[src/hw/rtl/qbv_pkg.sv]
// qbv_pkg: shared constants and types for the quaternion to basis vectors unit
// no dependencies; imported by qbv_front, qbv_div_lane and the top level
`default_nettype none

package qbv_pkg;

    localparam int COMP_WIDTH_DEF = 16;
    localparam int FRONT_STAGES   = 4;
    localparam int NUM_LANES      = 9;

    // constant term added to a matrix entry, in units of one
    typedef enum logic [1:0] {
        BASE_ZERO = 2'd0,
        BASE_POS1 = 2'd1,
        BASE_NEG1 = 2'd2
    } base_t;

    // lane order: left a/b/c, up a/b/c, fwd a/b/c
    function automatic base_t lane_base(input int k);
        base_t b;
        case (k)
            0:       b = BASE_NEG1;
            4:       b = BASE_POS1;
            8:       b = BASE_POS1;
            default: b = BASE_ZERO;
        endcase
        return b;
    endfunction

endpackage

`default_nettype wire

[src/hw/rtl/qbv_div_lane.sv]
// qbv_div_lane: one matrix entry, restoring divide one bit per stage,
// then rounding, sign, constant term and saturation; depends on qbv_pkg
`default_nettype none

module qbv_div_lane #(
    parameter int W = 16
) (
    input  wire logic                   aclk,
    input  wire logic [W+2:0]           ld,
    input  wire qbv_pkg::base_t         base,
    input  wire logic                   neg,
    input  wire logic [2*W:0]           mag,
    input  wire logic [2*W:0]           s,
    output logic signed [W-1:0]         value
);
    import qbv_pkg::*;

    localparam int SW = 2*W + 1;
    localparam int QW = W + 2;
    localparam int DS = W + 2;
    localparam logic signed [W+1:0] MAXV = (W+2)'((64'sd1 <<< (W-1)) - 64'sd1);
    localparam logic signed [W+1:0] MINV = (W+2)'(-(64'sd1 <<< (W-1)));
    localparam logic signed [W+1:0] ONEV = (W+2)'(64'sd1 <<< (W-1));

    logic [SW-1:0]  rem_reg  [DS];
    logic [QW-1:0]  q_reg    [DS];
    logic [SW-1:0]  s_reg    [DS];
    logic           neg_reg  [DS];
    base_t          base_reg [DS];
    logic signed [W-1:0] value_reg;

    // integer bit first, then W+1 fraction bits, one extra so the quotient can be rounded
    for (genvar j = 0; j < DS; j++) begin : g_bit
        logic [SW:0]    rem2;
        logic           qbit;
        logic [SW-1:0]  rem_n;
        logic [QW-1:0]  q_n;
        if (j == 0) begin : g_first
            always_comb begin
                rem2  = {1'b0, mag};
                qbit  = (rem2 >= {1'b0, s});
                rem_n = qbit ? SW'(rem2 - {1'b0, s}) : SW'(rem2);
                q_n   = {{(QW-1){1'b0}}, qbit};
            end
            always_ff @(posedge aclk) begin
                if (ld[j]) begin
                    rem_reg[j]  <= rem_n;
                    q_reg[j]    <= q_n;
                    s_reg[j]    <= s;
                    neg_reg[j]  <= neg;
                    base_reg[j] <= base;
                end
            end
        end else begin : g_next
            always_comb begin
                rem2  = {rem_reg[j-1], 1'b0};
                qbit  = (rem2 >= {1'b0, s_reg[j-1]});
                rem_n = qbit ? SW'(rem2 - {1'b0, s_reg[j-1]}) : SW'(rem2);
                q_n   = {q_reg[j-1][QW-2:0], qbit};
            end
            always_ff @(posedge aclk) begin
                if (ld[j]) begin
                    rem_reg[j]  <= rem_n;
                    q_reg[j]    <= q_n;
                    s_reg[j]    <= s_reg[j-1];
                    neg_reg[j]  <= neg_reg[j-1];
                    base_reg[j] <= base_reg[j-1];
                end
            end
        end
    end

    logic [QW-1:0]          qp1;
    logic [W:0]             r;
    logic signed [W+1:0]    rs, bterm, val;
    logic signed [W-1:0]    value_next;

    always_comb begin
        qp1 = q_reg[DS-1] + QW'(1);
        r   = qp1[QW-1:1];
        rs  = neg_reg[DS-1] ? -$signed({1'b0, r}) : $signed({1'b0, r});
        case (base_reg[DS-1])
            BASE_POS1: bterm = ONEV;
            BASE_NEG1: bterm = -ONEV;
            default:   bterm = '0;
        endcase
        val = bterm + rs;
        if (val > MAXV) begin
            value_next = MAXV[W-1:0];
        end else if (val < MINV) begin
            value_next = MINV[W-1:0];
        end else begin
            value_next = val[W-1:0];
        end
    end

    always_ff @(posedge aclk) begin
        if (ld[DS]) begin
            value_reg <= value_next;
        end
    end

    assign value = value_reg;

endmodule

`default_nettype wire

[config.mk]
export PLATFORM = sky130hd
export DESIGN_NAME = qbv_div_lane
export DESIGN_NICKNAME = d
export VERILOG_FILES = /design/src/hw/rtl/qbv_pkg.sv /design/src/hw/rtl/qbv_div_lane.sv
export SDC_FILE = /design/constraint.sdc
export NUM_CORES = 2
export LEC_CHECK = 0
export ABC_AREA = 1
export BUFFER_PORTS_ARGS = -buffer_cell sky130_fd_sc_hd__buf_2
export CORE_MARGIN = 10
export CORE_UTILIZATION = 58
export DETAILED_ROUTE_END_ITERATION = 6
export PLACE_DENSITY = 0.74
export SETUP_SLACK_MARGIN = 0.4
export SYNTH_ARGS = -nofsm -noshare
export SYNTH_HDL_FRONTEND = slang
export SYNTH_SLANG_ARGS = --single-unit
[constraint.sdc]
create_clock -name aclk -period 3.17 [get_ports aclk]
set_input_delay 0.1585 -clock aclk [delete_from_list [all_inputs] [get_ports aclk]]
set_output_delay 0.1585 -clock aclk [all_outputs]
set_load 0.02 [all_outputs]
==> results.py <==
metrics = {
    "logic_synthesis": {
        "synth-seq-area-share_pct": 47.0,
        "ys_types": 52,
        "synthArstFlopShare_pct": 0,
        "synth_area_leader_cell": "edfxtp_1",
        "ys_warn_count": 0,
        "synth_fp_nets": 11000,
        "syn_inst": 10300,
        "synth_common_cells": "2870 x nand2_1, 1577 x inv_1, 1363 x edfxtp_1, 853 x nand3_1, 733 x nor2_1",
        "yosysMostFrequentCell": "nand2_1",
        "synth_area_um2": 87100,
        "synth-main-ff-cell": "edfxtp_1",
        "synth_edf_count": 1363,
        "yosys-top-cells-area": "edfxtp_1 47%, nand2_1 12%, ha_1 8.6%",
        "synth-seq-cells": 1363,
        "synth.top_cell.area_share_pct": 47.0,
        "avgSynthCellArea_um2": 8.48,
    },
    "worst_hold_path": {
        "hold_path.class": "input pin to flop",
        "worstHoldStart": "ld[9]",
    },
    "worst_setup_path": {
        "cpPeakStageDelay_ps": 390,
        "timing.rr.start": "q_reg[17][0]",
        "critical-path-top-delay-family": "simple AND/OR/NAND/NOR gates",
        "critPathRequiredTime_ps": 3710,
        "cp_common_cell": "nand2_2",
        "arrival_ps": 3810,
        "worstSetupStartpointType": "flop",
        "path_buf_inv": 2,
        "crit_fanout": 7,
        "path_cells": "ha_2 > nand2_4 > nor2_4 > nand2_1 > nand2_2 > inv_2 > nand3_2 > nor2_2 > nand2_1 > nand2_2 > nand2_2 > a21oi_2 > xnor2_1 > inv_1 > ha_2 > fa_2 > xor2_2 > nand4_4 > nand2_4 > nand2_4 > nand2_2 > nand2_1",
        "end_kind": "flop",
        "path_class": "flop to flop",
        "crit_slowest_cell": "edfxtp_1",
        "worstSetupStartpoint": "q_reg[17][0]",
    },
    "die": {
        "dieArea_um2": 166000,
        "die_y_um": 407,
        "rows": 142,
        "core_area_um2": 150000,
        "ios": 105,
        "initial_core_util_pct": 58.2,
        "die_x_um": 407,
    },
    "detailed_routing": {
        "drt_iter0_drc": 9655,
        "via_per_inst": 5.83,
        "wl_per_cell_um": 21.9,
        "wl_mm": 283,
        "final_antenna_net_count": 0,
        "drt_first_pass_iters": 7,
        "via_count": 75500,
        "drc": 5,
    },
    "layout": {
        "drive_above_1_share_pct": 10.1,
        "finalInstanceArea_um2": 100000,
        "fin_nets": 11500,
        "n_fill_cell": 12000,
        "area_delta_synth_final_pct": 14.9,
    },
    "cts": {
        "cts_root_buffer": "clkbuf_16",
        "cts-buffers-inserted": 151,
        "path_clk_slew_ps": 70,
        "clock_sinks": 1363,
        "cts_buffer_depth": 3,
        "h-tree-depth": 4,
        "cts_tree": "done",
        "clkLatencyLatePin_ps": 830,
    },
    "timing": {
        "period_share_pct": 103,
        "fin_ws_ps": -98.1,
        "setup-violations-final": 15,
        "fin_crit_ps": 3270,
        "worst_slew_pin_slew_ps": 1060,
        "rsz0062_at_grt": "yes",
        "max_slew_margin_pct": 29.6,
        "clock_skew_ps": 55.8,
        "setup_tns_ps": -1150,
        "fmax_ghz": 0.306,
        "maxSlewViolCount": 0,
        "whs_ps": 56.0,
        "hold_viol": 0,
    },
    "grt": {
        "grt_max_degree": 82,
        "grt_pass1_wl_mm": 419,
        "grt_use_total_pct": 32.2,
        "first_global_vias": 70000,
        "antenna_found_initial": 7,
        "overflow": 0,
    },
    "pwr": {
        "leakagePower_nw": 46.6,
        "p_per_area_nw_per_um2": 1010,
        "p_total_mw": 102,
        "ir_worst_vdd_mv": 0.767,
    },
    "placed_design": {
        "finalWeightedCongestion": 1.03,
        "io_buffers": 104,
        "dp_slack_ps": -247,
        "place_area_um2": 91200,
        "place_hpwl_mm": 217,
    },
    "job": {
        "maxCapViolations": 0,
    },
    "run_status": {
        "outcome": "complete, but fails checks",
        "violations": "design-rule violations, negative setup slack",
    },
}
==> layer usage <==
| metal | vias to the layer above | track usage (%) | share of wire [%] |
|---|---|---|---|
| met3 | 662 | 6.93 | 10 |
| met5 | - | 0 | 0.0046 |
| met4 | 2 | 10.3 | 3.7 |
| met2 | 4123 | 48.9 | 44 |
| met1 | 35500 | 46.0 | 42 |
| li1 | 35200 | - | - |
==> logic make-up after synthesis <==
family	after synthesis	synth area share, %
and+or+nand+nor	4754	22.6
buffers and inverters	1745	7.93
DFF	1363	47.0
AOI/OAI and AO/OA	1359	9.07
adders and majority gates	615	8.99
xor gates and xnor gates	435	4.38
==> cells in the final DEF, fill, tap and decap left out, types with 15 or more instances in the layout <==
cell type and count:
buf_2 95, o21bai_1 75, nand4_1 86, clkbuf_16 153
o21ai_0 295, nand2_1 2829, nor2_4 15, o2111ai_1 16
nand2_2 79, a21boi_0 31, nor2_1 685, o21ai_2 29
a21oi_1 536, xnor2_1 84, clkinv_1 31, a31oi_1 41
o21a_1 37, nand2_4 24, bufinv_16 22, nor3_1 69
o21ai_1 45, o211ai_1 33, xor2_1 349, inv_1 1573
nor4_1 21, nor2_2 46, ha_2 40, buf_4 295
buf_12 38, edfxtp_1 1363, ha_1 517, nand3b_1 17
ha_4 40, clkbuf_1 17, clkinv_2 22, dlygate4sd3_1 85
nand3_1 850, a21oi_2 68, a21o_1 81
==> power by group <==
part / leakage, nW / internal, mW / total [mW] / switching [mW]
sequential: 13.4 / 26.6 / 30.6 / 3.92
clock: 2.49 / 10.7 / 18.4 / 7.74
combinational: 30.7 / 18.4 / 52.6 / 34.2
total: 46.6 / 55.7 / 102 / 45.9
==> path summary, 6_finish.rpt <==
path / slack [ps] / depth (start not counted) / to
setup reg to reg: -100 / 22 / value[8]
hold reg to reg: 410 / 0 / q_reg[16][7]
setup / recovery: -100 / 22 / value[8]
hold / removal: 60 / 1 / rem_reg[9][17]
==> stage by stage <==
| step | instances | utilization (%) |
|---|---|---|
| final | 12900 | 66.9 |
| after floorplan | 10300 | - |
| after global placement | 12400 | 61.0 |
| after global routing | 12900 | 66.9 |
| after detailed placement | 12400 | 61.0 |
| after CTS | 12800 | 65.4 |
==> worst reg2reg max path, delay by kind of cell (launching register included) <==
family / cells / cell delay [ps]
fa+ha+maj: 3 / 760
buf+inv: 2 / 130
xor+xnor: 2 / 340
compound gates: 1 / 110
flops: 1 / 390
simple gates: 14 / 1290
==> area by class of cell <==
cell class                      count  area [µm²]  area share [%]
Tap cell                         2016        2520            2.52
Sequential cell                  1363       40900            40.9
Inverter                         1588        5970            5.96
Clock buffer                      168        3840            3.84
Clock inverter                    108        1350            1.35
Timing Repair Buffer              531        4550            4.54
Antenna cell                        6        15.0          0.0150
Multi-Input combinational cell   7165       40900            40.9
==> what timing repair did <==
action | 4_1_cts | 5_1_grt
resized for setup | 80 | 323
endpoints found under the setup margin | 378 | 572
buffers inserted | 21 | 120
gates cloned | 1 | 3
hold buffers | 85 | 0
pin swaps | 15 | 66
endpoints found under the hold margin | 659 | 0
Power figures use the tool's default switching activity.
